==> src/hw/rtl/ctfp_pkg.sv <==
package ctfp_pkg;

    // frame syntax
    localparam logic [7:0] SEP_CHAR           = 8'h23;  // '#'
    localparam int         MAX_ID_DIGITS      = 3;
    localparam int         MAX_PAYLOAD_DIGITS = 16;
    localparam int         PAYLOAD_BYTES      = 8;

    // saturation points of the digit counters
    localparam logic [2:0] ID_SAT  = 3'd4;
    localparam logic [4:0] PAY_SAT = 5'd17;

    localparam int DATA_W = 8;
    localparam int ID_W   = 12;
    localparam int CNT_W  = 4;
    localparam int OUT_W  = ID_W + CNT_W + PAYLOAD_BYTES * DATA_W;

    // character classification
    typedef struct packed {
        logic       is_hex;
        logic       is_sep;
        logic [3:0] nibble;
    } char_class_t;

endpackage

==> src/hw/rtl/ctfp_char_decode.sv <==
module ctfp_char_decode
    import ctfp_pkg::*;
(
    input  logic [7:0]  ch,
    output char_class_t cls
);

    logic is_digit;
    logic is_upper;
    logic is_lower;

    always_comb begin
        is_digit = (ch >= 8'h30) && (ch <= 8'h39);
        is_upper = (ch >= 8'h41) && (ch <= 8'h46);
        is_lower = (ch >= 8'h61) && (ch <= 8'h66);
        cls.is_hex = is_digit || is_upper || is_lower;
        cls.is_sep = (ch == SEP_CHAR);
        // letters a-f / A-F carry 1..6 in the low nibble
        cls.nibble = is_digit ? ch[3:0] : (ch[3:0] + 4'd9);
    end

endmodule

==> src/hw/rtl/can_text_frame_parser_core.sv <==
// result: a result is on m_tvalid in the cycle after the accepted last character
// throughput: one character per cycle while the result register drains
// characters without tlast update frame state only and produce no item
// reset: aresetn is synchronous and active low; it clears the frame state
// and drops m_tvalid, the result payload register is not reset
module can_text_frame_parser_core
    import ctfp_pkg::*;
(
    input  logic              aclk,
    input  logic              aresetn,

    // character stream
    input  logic              s_tvalid,
    output logic              s_tready,
    input  logic [7:0]        s_tdata,   // ch[7:0]
    input  logic              s_tlast,   // last_char

    // parsed frame stream
    output logic              m_tvalid,
    input  logic              m_tready,
    output logic [OUT_W-1:0]  m_tdata,   // frame_id[11:0], byte_count[15:12],
                                         // data_0[23:16] .. data_7[79:72]
    output logic              m_tuser    // frame_ok
);

    // frame state
    logic                    in_payload_reg, in_payload_next;
    logic [ID_W-1:0]         id_value_reg, id_value_next;
    logic [2:0]              id_cnt_reg, id_cnt_next;
    logic [4:0]              pay_cnt_reg, pay_cnt_next;
    logic [DATA_W-1:0]       store_reg [PAYLOAD_BYTES];
    logic [DATA_W-1:0]       store_next [PAYLOAD_BYTES];
    logic                    bad_reg, bad_next;

    // result register
    logic                    m_valid_reg, m_valid_next;
    logic [OUT_W-1:0]        m_data_reg, m_data_next;
    logic                    m_ok_reg, m_ok_next;

    logic                    accept;
    logic                    frame_ok;
    logic [2:0]              wr_idx;
    char_class_t             cls;

    ctfp_char_decode u_decode (
        .ch  (s_tdata),
        .cls (cls)
    );

    // output register frees up whenever the downstream side takes the item
    assign s_tready = !m_valid_reg || m_tready;
    assign accept   = s_tvalid && s_tready;
    assign wr_idx   = pay_cnt_reg[3:1];

    // per-character update of the frame state
    always_comb begin
        in_payload_next = in_payload_reg;
        id_value_next   = id_value_reg;
        id_cnt_next     = id_cnt_reg;
        pay_cnt_next    = pay_cnt_reg;
        bad_next        = bad_reg;
        for (int i = 0; i < PAYLOAD_BYTES; i++) begin
            store_next[i] = store_reg[i];
        end

        if (!in_payload_reg) begin
            // identifier part, first '#' switches to payload
            priority if (cls.is_sep) begin
                in_payload_next = 1'b1;
            end else if (!cls.is_hex) begin
                bad_next = 1'b1;
            end else begin
                id_value_next = {id_value_reg[ID_W-5:0], cls.nibble};
                if (id_cnt_reg < ID_SAT) begin
                    id_cnt_next = id_cnt_reg + 3'd1;
                end
            end
        end else begin
            if (!cls.is_hex) begin
                bad_next = 1'b1;
            end else begin
                // two digits per byte, high nibble first; digits past the store are dropped
                if (!pay_cnt_reg[4]) begin
                    store_next[wr_idx] = {store_reg[wr_idx][3:0], cls.nibble};
                end
                if (pay_cnt_reg < PAY_SAT) begin
                    pay_cnt_next = pay_cnt_reg + 5'd1;
                end
            end
        end
    end

    // frame check on the state after the last character
    always_comb begin
        frame_ok = !bad_next && in_payload_next
                   && (id_cnt_next >= 3'd1)
                   && (id_cnt_next <= 3'(MAX_ID_DIGITS))
                   && !pay_cnt_next[0]
                   && (pay_cnt_next <= 5'(MAX_PAYLOAD_DIGITS));
    end

    // result assembly; bytes beyond the count were never written and stay zero
    always_comb begin
        m_ok_next   = frame_ok;
        m_data_next = '0;
        if (frame_ok) begin
            m_data_next[ID_W-1:0]         = id_value_next;
            m_data_next[ID_W+CNT_W-1:ID_W] = pay_cnt_next[4:1];
            for (int i = 0; i < PAYLOAD_BYTES; i++) begin
                m_data_next[ID_W+CNT_W+i*DATA_W +: DATA_W] = store_next[i];
            end
        end
        m_valid_next = m_valid_reg && !m_tready;
        if (accept && s_tlast) begin
            m_valid_next = 1'b1;
        end
    end

    // frame state registers, cleared after every last character
    always_ff @(posedge aclk) begin
        if (!aresetn) begin
            in_payload_reg <= 1'b0;
            id_value_reg   <= '0;
            id_cnt_reg     <= '0;
            pay_cnt_reg    <= '0;
            bad_reg        <= 1'b0;
            for (int i = 0; i < PAYLOAD_BYTES; i++) begin
                store_reg[i] <= '0;
            end
        end else if (accept) begin
            if (s_tlast) begin
                in_payload_reg <= 1'b0;
                id_value_reg   <= '0;
                id_cnt_reg     <= '0;
                pay_cnt_reg    <= '0;
                bad_reg        <= 1'b0;
                for (int i = 0; i < PAYLOAD_BYTES; i++) begin
                    store_reg[i] <= '0;
                end
            end else begin
                in_payload_reg <= in_payload_next;
                id_value_reg   <= id_value_next;
                id_cnt_reg     <= id_cnt_next;
                pay_cnt_reg    <= pay_cnt_next;
                bad_reg        <= bad_next;
                for (int i = 0; i < PAYLOAD_BYTES; i++) begin
                    store_reg[i] <= store_next[i];
                end
            end
        end
    end

    // result valid flag
    always_ff @(posedge aclk) begin
        if (!aresetn) begin
            m_valid_reg <= 1'b0;
        end else begin
            m_valid_reg <= m_valid_next;
        end
    end

    // result payload, loaded only when a frame ends
    always_ff @(posedge aclk) begin
        if (accept && s_tlast) begin
            m_data_reg <= m_data_next;
            m_ok_reg   <= m_ok_next;
        end
    end

    assign m_tvalid = m_valid_reg;
    assign m_tdata  = m_data_reg;
    assign m_tuser  = m_ok_reg;

    // a last character always produces a result in the next cycle
    assert property (@(posedge aclk) disable iff (!aresetn)
        (accept && s_tlast) |=> m_tvalid)
        else $error("no result after last character");

    // frame state is empty after a frame ends
    assert property (@(posedge aclk) disable iff (!aresetn)
        (accept && s_tlast) |=> (!in_payload_reg && !bad_reg
                                 && id_cnt_reg == 3'd0 && pay_cnt_reg == 5'd0))
        else $error("frame state not cleared");

    // an invalid frame carries an all-zero payload
    assert property (@(posedge aclk) disable iff (!aresetn)
        (m_tvalid && !m_tuser) |-> (m_tdata == '0))
        else $error("invalid frame with nonzero payload");

    // a valid frame never reports more than eight bytes
    assert property (@(posedge aclk) disable iff (!aresetn)
        (m_tvalid && m_tuser) |-> (m_tdata[ID_W+CNT_W-1:ID_W] <= 4'(PAYLOAD_BYTES)))
        else $error("byte count out of range");

endmodule
==> config.mk <==
export PLATFORM = sky130hd
export DESIGN_NAME = can_text_frame_parser_core
export DESIGN_NICKNAME = d
export VERILOG_FILES = /design/src/hw/rtl/ctfp_pkg.sv /design/src/hw/rtl/ctfp_char_decode.sv /design/src/hw/rtl/can_text_frame_parser_core.sv
export SDC_FILE = /design/constraint.sdc
export NUM_CORES = 1
export LEC_CHECK = 0
export ABC_CLOCK_PERIOD_IN_PS = 8650
export BUFFER_PORTS_ARGS = -buffer_cell sky130_fd_sc_hd__buf_4
export CAP_MARGIN = 20
export CORE_UTILIZATION = 30
export CTS_CLUSTER_SIZE = 30
export DETAILED_ROUTE_END_ITERATION = 16
export SLEW_MARGIN = 20
export SYNTH_ARGS = -nofsm -noshare
export SYNTH_HDL_FRONTEND = slang
export SYNTH_SLANG_ARGS = --single-unit
==> constraint.sdc <==
create_clock -name aclk -period 8.65 [get_ports aclk]
set_clock_uncertainty 0.1 [all_clocks]
set_input_delay 1.2975 -clock aclk [delete_from_list [all_inputs] [get_ports aclk]]
set_output_delay 1.2975 -clock aclk [all_outputs]
set_load 0.005 [all_outputs]
==> reports/summary.txt, run 1 <==
Outcome: finished clean
Detailed placer's ending HPWL: 12.19 mm
Post-synthesis cell type count: 60
Antenna violations before repair: 0
DRT iter0 DRCs: 482
Post-CTS setup repair buffer count: 0
Initial Utilization: 30.88%
Worst Path Arrival: 4.29 ns
IO Pins: 96
Fin cells: 1014
RSZ-0062 raised after global routing: false
CTS sink cnt: 171
Max reg flops: 80
Multi-input logic area: 0.002746 sq mm
Slew margin rel.: 29.78%
Gr usage total: 14.52%
Drt pass-1 iters: 4
Main synth FF type: edfxtp_1
Die span in x: 163.7 um
Min-Delay Path Class: reg -> reg
Wirelength, routed: 18.77 mm
CP Max Fanout: 45
Clock root buffer: clkbuf_16
Final worst setup slack: 4.413 ns
Register area share after synthesis: 61.14%
Final ANT Viol Nets: 0
H-tree depth: 4
Max IR drop VDD: 0.0001408 V
Chip height: 163.7 um
Cts bufs inserted: 17
Place WS: 3.996 ns
Via density: 5.022
Number of buffers added on ports: 95
Final worst path period share: 48.99%
Commonest non-fill, non-tap cell in the layout: edfxtp_1
Post-CTS resize count: 0
Total number of vias: 5092
Ant. Diodes: 0
Total grt overflow: 0
Ys Warns: 0
Fmax: 236.0 MHz
Reg area: 0.004795 sq mm
Clock Tree Buf Depth: 2
Nets@finish: 689
Max Used Layer: met4
Clock-pin slew on the worst setup and hold paths: 0.07 ns
Leak: 3.529 nW
Core area: 0.02540 sq mm
Final min period: 4.237 ns
First-pass GRT wire length: 29.15 mm
Placed cells: 982
Max-slew violation count: 0
# fillers: 2467
Post-synth EDFFs: 137
Hold Buf Count CTS: 0
Total Power: 1.780 mW
Setup total negative slack: 0 ns
Worst EP required: 8.71 ns
Final Hold Vio Count: 0
Final GP Congestion: 0.8265
Number of global-route vias before repair: 4984
Metal2 WL: 8.444 mm
Flops & latches, synth: 171
Cell Area, Synth: 0.007843 sq mm
Syn_area_per_cell: 13.20 sq um
WL per Instance: 18.51 um
Placed cell areas: 0.008766 sq mm
Area growth from synthesis to layout: 19.18%
CTS tree: built
Final design utilization: 36.80%
Endpoint class of the critical path: flip-flop
Maxcap violations: 0
Met3 wire length: 1.023 mm
WL met1: 9.072 mm
Crit path kind: in -> reg
Most frequent cells in the layout: 137 x edfxtp_1, 103 x buf_4, 78 x mux2i_1
Synth Instances: 594
Pin count of the biggest net entering global routing: 70
Pwr Density: 190.4 mW/mm^2
Synth async-reset ratio: 0%
Post-route DRC: 0
Synthesized Nets: 612
Number of setup violations in the final report: 0
# rows: 58
Hold slack: 0.3746 ns
Worst Max-Slew Pin Slew: 1.053 ns
Share of layout cells above drive strength 1: 25.44%
CP Launch Type: input port
R2R setup slack: 5.18 ns
Finished layout cell area: 0.009346 sq mm
Clk_lat worst skew: 0.43 ns
Die area: 0.02679 sq mm
metal layers:
layer  vias up  GRT usage (%)
li1       2407              -
met1      2516          20.65
met2       152          21.76
met3        17          3.250
met4         0          4.630
met5         -              0
area by class of cell:
cell class / instances / share of cell area [%]
Sequential cell: 171 / 51.30
Multi-Input combinational cell: 368 / 29.38
Timing Repair Buffer: 103 / 8.273
Clock buffer: 18 / 4.819
Tap cell: 330 / 4.418
Clock inverter: 14 / 1.392
Inverter: 10 / 0.4150
cell usage after synthesis, drive strengths merged (3+ instances only):
cell     number  share of area [%]
xnor2         3               0.34
o2bb2ai       3               0.34
inv           9               0.43
nor2         67                3.2
ha            5               0.80
or3           3               0.24
edfxtp      137                 52
a22o         20                2.2
o21ai         8               0.51
a21boi        3               0.29
o21a          3               0.29
dfxtp        34                8.7
nor3         81                5.8
a31oi         4               0.51
nor3b         3               0.29
mux2          6               0.86
nand3         7               0.45
nand2b        3               0.24
buf          31                2.7
mux2i        78                 10
a21oi        10               0.69
and2          3               0.24
mux4          8                2.3
nand2        13               0.62
nand4         4               0.32
clkbuf       14               0.67
power by group:
| group | internal [mW] | switching (mW) | leakage, nW |
|---|---|---|---|
| Sequential | 0.913 | 0.0117 | 1.70 |
| Combinational | 0.0363 | 0.0640 | 1.53 |
| Clock | 0.419 | 0.336 | 0.292 |
final timing paths:
kind	from	to	cells past startpoint
worst max-delay path	s_tdata[1]	m_tdata[35]	9
worst max register to register	pay_cnt_reg[0]	m_tdata[35]	6
worst min register to register	bad_reg	bad_reg	1
worst min-delay path	bad_reg	bad_reg	1
logic make-up after synthesis:
kind of cell	synth area share (%)
XOR/XNOR	0.3351
AND/OR/NAND/NOR	13.88
AO/OA/AOI/OAI	6.860
flip-flops	61.14
multiplexers	13.11
buffers and inverters	3.877
adder cells (fa/ha/maj)	0.7977
worst max-delay path, cell delays in order:
cell and delay (ns):
buf_4 0.12, inv_1 0.07, ha_1 0.21, nand4bb_1 0.21, o211ai_4 0.17, or4_4 0.57
a31oi_4 0.85, buf_4 0.61, nor3_1 0.12
(Power assumes the default switching activity.)
==> run 2: changes to the inputs <==
--- a/config.mk
+++ b/config.mk
@@ -5,7 +5,7 @@
 export SDC_FILE = /design/constraint.sdc
 export NUM_CORES = 1
 export LEC_CHECK = 0
-export ABC_CLOCK_PERIOD_IN_PS = 8650
+export ABC_CLOCK_PERIOD_IN_PS = 3600
 export BUFFER_PORTS_ARGS = -buffer_cell sky130_fd_sc_hd__buf_4
 export CAP_MARGIN = 20
 export CORE_UTILIZATION = 30
==> constraint.sdc (replaced) <==
create_clock -name aclk -period 3.6 [get_ports aclk]
set_clock_uncertainty 0.1 [all_clocks]
set_input_delay 0.54 -clock aclk [delete_from_list [all_inputs] [get_ports aclk]]
set_output_delay 0.54 -clock aclk [all_outputs]
set_load 0.005 [all_outputs]
==> reports/summary.txt, run 2 (synthesis gave the netlist of run 1 again) <==
R2R cell count: 6 (unchanged)
Wirelength, routed: 18.71 mm (-0.32%)
Crit path kind: in -> reg
Gr usage total: 14.35% (-0.17 points)
Post-CTS setup repair buffer count: 0 (unchanged)
CP delay by family, top: compound AO/OA/AOI/OAI gates
Number of global-route vias before repair: 4950 (-0.68%)
R2R setup slack: 0.96 ns (-4.22 ns)
Final design utilization: 37.29% (+0.49 points)
Number of setup violations in the final report: 0 (unchanged)
Fin cells: 1025 (+1.1%)
Clk_lat worst skew: 0.42 ns (about the same)
Max IR drop VDD: 0.0002574 V (+83%)
Antenna violations before repair: 0 (unchanged)
Detailed placer's ending HPWL: 12.28 mm (+0.76%)
Placed cells: 993 (+1.1%)
CP Launch Type: input port
Finished layout cell area: 0.009472 sq mm (+1.3%)
Min-delay src: aresetn
Area growth from synthesis to layout: 20.77%
Final worst path period share: 77.76%
Most frequent CP cell: buf_4
Post-CTS resize count: 0 (unchanged)
Hold Path Cell Cnt: 2 (+1)
Initial Utilization: 30.88% (unchanged)
Slew margin rel.: 31.73% (+1.9 points)
Cts bufs inserted: 17 (unchanged)
Final Hold Vio Count: 0 (unchanged)
First-pass GRT wire length: 28.75 mm (-1.4%)
Pwr Density: 456.7 mW/mm^2 (+140%)
RSZ-0062 raised after global routing: false
Fmax: 357.2 MHz
Total grt overflow: 0 (unchanged)
Post-route DRC: 0 (unchanged)
CTS sink cnt: 171 (unchanged)
Number of buffers added on ports: 95 (unchanged)
Core area: 0.02540 sq mm (unchanged)
Via density: 5.007 (-0.30%)
Commonest non-fill, non-tap cell in the layout: edfxtp_1
Clock Tree Buf Depth: 2 (unchanged)
Setup total negative slack: 0 ns (unchanged)
H-tree depth: 4 (unchanged)
Worst Max-Slew Pin Slew: 1.017 ns (-0.03645 ns)
Drt pass-1 iters: 5 (+1)
Share of layout cells above drive strength 1: 26.62% (+1.2 points)
Clock-pin slew on the worst setup and hold paths: 0.07 ns (about the same)
Max reg flops: 80 (unchanged)
Placed cell areas: 0.008861 sq mm (+1.1%)
# fillers: 2476 (+0.36%)
Leak: 3.587 nW (+1.7%)
CP bufs+invs: 3 (unchanged)
Pin count of the biggest net entering global routing: 54 (-23%)
DRT iter0 DRCs: 463 (-3.9%)
RR Startpoint: pay_cnt_reg[1]
Max incr delay on CP: 0.53 ns (-0.32 ns)
CP cell instances: buf_4 -> inv_1 -> ha_1 -> nand4bb_1 -> o211a_1 -> o2111ai_1 -> a2111o_2 -> buf_4 -> nor3_1
Final min period: 2.799 ns
Total Power: 4.325 mW (+140%)
Die span in x: 163.7 um (unchanged)
CP Max Fanout: 44 (-2.2%)
Nets@finish: 700 (+1.6%)
Endpoint class of the critical path: flip-flop
Die area: 0.02679 sq mm (unchanged)
# rows: 58 (unchanged)
Worst hold endpoint: id_cnt_reg[0]
Final GP Congestion: 0.8601 (+4.1%)
Clock root buffer: clkbuf_16
Worst EP required: 3.73 ns (-4.98 ns)
Total number of vias: 5132 (+0.79%)
Slowest-stage cell, CP: a2111o_2
Outcome: finished clean
Ant. Diodes: 0 (unchanged)
Worst Path Arrival: 2.93 ns (-1.36 ns)
Chip height: 163.7 um (unchanged)
Min-Delay Path Class: in -> reg
Max-slew violation count: 0 (unchanged)
Maxcap violations: 0 (unchanged)
IO Pins: 96 (unchanged)
Final ANT Viol Nets: 0 (unchanged)
WL per Instance: 18.26 um (-1.4%)
Most frequent cells in the layout: 137 x edfxtp_1, 113 x buf_4, 78 x mux2i_1
Hold Buf Count CTS: 0 (unchanged)
CTS tree: built
Reg-to-reg endpoint: m_tdata[40]
## run 2: final cells by class
type	count	area (sq um)	share of cell area [%]
clock buffer	21	514.2	5.429
clock inverter	11	96.34	1.017
tap	330	412.9	4.359
timing repair buffer	114	868.3	9.168
multi-input combinational	368	2746	29.00
inverter	10	38.79	0.4095
sequential	171	4795	50.62
## run 2: per-stage QoR
stage	setup slack, ns	hold WS [ns]
detailed placement	0.4083	0.3605
global route	0.6320	0.3027
finish	0.8007	0.3156
floorplan	0.6637	0.3417
CTS	0.7968	0.2967
global placement	0.3752	0.3548
## run 2: worst max path at each step
stage | slack [ns] | endpoint | from | cells past startpoint
after global routing | 0.63 | m_tdata[33] | s_tdata[1] | 9
after floorplan | 0.66 | m_tdata[0] | m_tready | 3
after CTS | 0.80 | m_tdata[43] | s_tdata[1] | 9
after global placement | 0.38 | m_tdata[43] | s_tdata[1] | 9
final | 0.80 | m_tdata[34] | s_tdata[1] | 9
after detailed placement | 0.41 | m_tdata[43] | s_tdata[1] | 9
## run 2: power by group
| part | leakage [nW] | switching [mW] | internal, mW |
|---|---|---|---|
| registers | 1.70 | 0.0276 | 2.19 |
| logic | 1.59 | 0.155 | 0.0898 |
| clock network | 0.295 | 0.813 | 1.05 |
## run 2: worst reg2reg max path, delay by kind of cell, from the launching register on
family / cells / cell delay, ns
flops: 1 / 0.41
buf+inv: 1 / 0.45
compound gates: 2 / 0.58
simple gates: 3 / 0.81
## run 2: per-layer routing
layer | global-route usage, % | vias to the layer above | routed length, um
met5 | 0 | - | 0
met4 | 3.872 | 0 | 151
met3 | 2.743 | 11 | 846
met2 | 22.05 | 134 | 8680
met1 | 20.51 | 2557 | 9034
li1 | - | 2430 | -
==> run 3: changes to the inputs <==
--- a/config.mk
+++ b/config.mk
@@ -5,7 +5,7 @@
 export SDC_FILE = /design/constraint.sdc
 export NUM_CORES = 1
 export LEC_CHECK = 0
-export ABC_CLOCK_PERIOD_IN_PS = 3600
+export ABC_CLOCK_PERIOD_IN_PS = 2880
 export BUFFER_PORTS_ARGS = -buffer_cell sky130_fd_sc_hd__buf_4
 export CAP_MARGIN = 20
 export CORE_UTILIZATION = 30
==> constraint.sdc (replaced) <==
create_clock -name aclk -period 2.88 [get_ports aclk]
set_clock_uncertainty 0.1 [all_clocks]
set_input_delay 0.432 -clock aclk [delete_from_list [all_inputs] [get_ports aclk]]
set_output_delay 0.432 -clock aclk [all_outputs]
set_load 0.005 [all_outputs]
==> reports/summary.txt, run 3 (synthesis gave the netlist of run 1 again) <==
Outcome: finished clean
Final ANT Viol Nets: 0 (unchanged)
Final worst setup slack: 0.4107 ns (-0.3900 ns)
H-tree depth: 4 (unchanged)
Wirelength, routed: 19.22 mm (+2.7%)
# rows: 58 (unchanged)
Die area: 0.02679 sq mm (unchanged)
Fmax: 405.0 MHz
Number of global-route vias before repair: 5061 (+2.2%)
Nets@finish: 709 (+1.3%)
Total grt overflow: 0 (unchanged)
Core area: 0.02540 sq mm (unchanged)
WL per Instance: 18.59 um (+1.8%)
DRT iter0 DRCs: 347 (-25%)
CP Launch Type: flip-flop
CP endpoint: m_tdata[33]
Reg-to-reg endpoint: m_tdata[33]
Most frequent cells in the layout: 137 x edfxtp_1, 118 x buf_4, 78 x mux2i_1
Clk_lat worst skew: 0.44 ns (+0.02 ns)
Maxcap violations: 0 (unchanged)
Chip height: 163.7 um (unchanged)
Worst Setup SP: pay_cnt_reg[1]
Max-slew violation count: 0 (unchanged)
CP Max Fanout: 53 (+20%)
Clock Tree Buf Depth: 2 (unchanged)
Final min period: 2.469 ns
Total number of vias: 5184 (+1.0%)
Worst Path Arrival: 2.55 ns (-0.38 ns)
Placed cells: 1002 (+0.91%)
Fin cells: 1034 (+0.88%)
Worst Max-Slew Pin Slew: 1.023 ns (+0.006411 ns)
IO Pins: 96 (unchanged)
R2R setup slack: 0.41 ns (-0.55 ns)
Placed cell areas: 0.008985 sq mm (+1.4%)
Share of layout cells above drive strength 1: 27.70% (+1.1 points)
Total Power: 5.386 mW (+25%)
Hold Buf Count CTS: 0 (unchanged)
Antenna violations before repair: 0 (unchanged)
Pin count of the biggest net entering global routing: 65 (+20%)
Area growth from synthesis to layout: 22.19%
Min-Delay Path Class: in -> reg
Worst EP required: 2.96 ns (-0.77 ns)
Clock root buffer: clkbuf_16
RSZ-0062 raised after global routing: false
Detailed placer's ending HPWL: 12.77 mm (+4.0%)
Max reg flops: 80 (unchanged)
RR Startpoint: pay_cnt_reg[1]
Commonest non-fill, non-tap cell in the layout: edfxtp_1
Via density: 5.014 (+0.13%)
CTS sink cnt: 171 (unchanged)
Ant. Diodes: 0 (unchanged)
Final worst path period share: 85.74%
Initial Utilization: 30.88% (unchanged)
R2R cell count: 6 (unchanged)
Cts bufs inserted: 17 (unchanged)
Setup total negative slack: 0 ns (unchanged)
Final Hold Vio Count: 0 (unchanged)
Die span in x: 163.7 um (unchanged)
Leak: 3.647 nW (+1.7%)
First-pass GRT wire length: 29.70 mm (+3.3%)
Drt pass-1 iters: 4 (-1)
Post-CTS resize count: 0 (unchanged)
Post-CTS setup repair buffer count: 0 (unchanged)
Crit path kind: reg -> reg
Post-route DRC: 0 (unchanged)
Place WS: 0.04712 ns (-0.3612 ns)
Endpoint class of the critical path: flip-flop
CTS tree: built
Number of buffers added on ports: 95 (unchanged)
Max IR drop VDD: 0.0003027 V (+18%)
Final GP Congestion: 0.8098 (-5.8%)
Pwr Density: 562.0 mW/mm^2 (+23%)
# fillers: 2454 (-0.89%)
Number of setup violations in the final report: 0 (unchanged)
Gr usage total: 14.87% (+0.52 points)
Slew margin rel.: 31.30% (-0.43 points)
Hold Path Cell Cnt: 2 (unchanged)
Clock-pin slew on the worst setup and hold paths: 0.07 ns (about the same)
Finished layout cell area: 0.009583 sq mm (+1.2%)
[run 3: changes by cell type in the layout (fill, tap and decap cells not counted), moves of 3 or more]
cell | before | now
buf_4 | 113 | 118
clkbuf_16 | 20 | 17
clkinv_8 | 0 | 4
clkinv_4 | 4 | 1
buf_12 | 1 | 5
inv_8 | 1 | 5
[run 3: how the worst min path moves through the flow]
stage,startpoint,endpoint,slack [ns]
CTS,aresetn,id_cnt_reg[0],0.18
detailed placement,bad_reg,bad_reg,0.35
global route,aresetn,id_cnt_reg[0],0.17
finish,aresetn,id_cnt_reg[0],0.19
floorplan,store_reg[0][4],store_reg[0][4],0.34
global placement,id_value_reg[11],id_value_reg[11],0.36
[run 3: metal layers]
metal	vias up	share of wire (%)	track usage [%]
met4	0	1.0	4.503
met2	146	47	22.94
li1	2448	-	-
met3	15	4.7	3.073
met5	-	0	0
met1	2575	47	20.86
[run 3: power breakdown]
part	total [mW]	internal (mW)	switching, mW
registers	2.78	2.74	0.0348
clock network	2.30	1.17	1.12
logic	0.312	0.118	0.194
[run 3: final cells by class]
| type | count | area (sq um) | area share, % |
|---|---|---|---|
| Tap cell | 330 | 412.9 | 4.309 |
| Clock inverter | 15 | 172.7 | 1.802 |
| Sequential cell | 171 | 4795 | 50.03 |
| Multi-Input combinational cell | 368 | 2753 | 28.72 |
| Timing Repair Buffer | 123 | 985.9 | 10.29 |
| Inverter | 10 | 38.79 | 0.4048 |
| Clock buffer | 17 | 425.4 | 4.439 |
[run 3: stage by stage]
step           utilization (%)  hold slack, ns
3_3_place_gp             35.35          0.3565
4_1_cts                  37.73          0.1758
2_1_floorplan                -          0.3417
3_5_place_dp             35.37          0.3538
6_report                 37.73          0.1908
5_1_grt                  37.73          0.1744
[run 3: critical path, stage by stage (launching register included)]
cell and delay (ns):
dfxtp_1 0.42, o41ai_2 0.39, nand2_1 0.12, or4_4 0.51, a31oi_4 0.25, buf_12 0.29
nor3_1 0.12
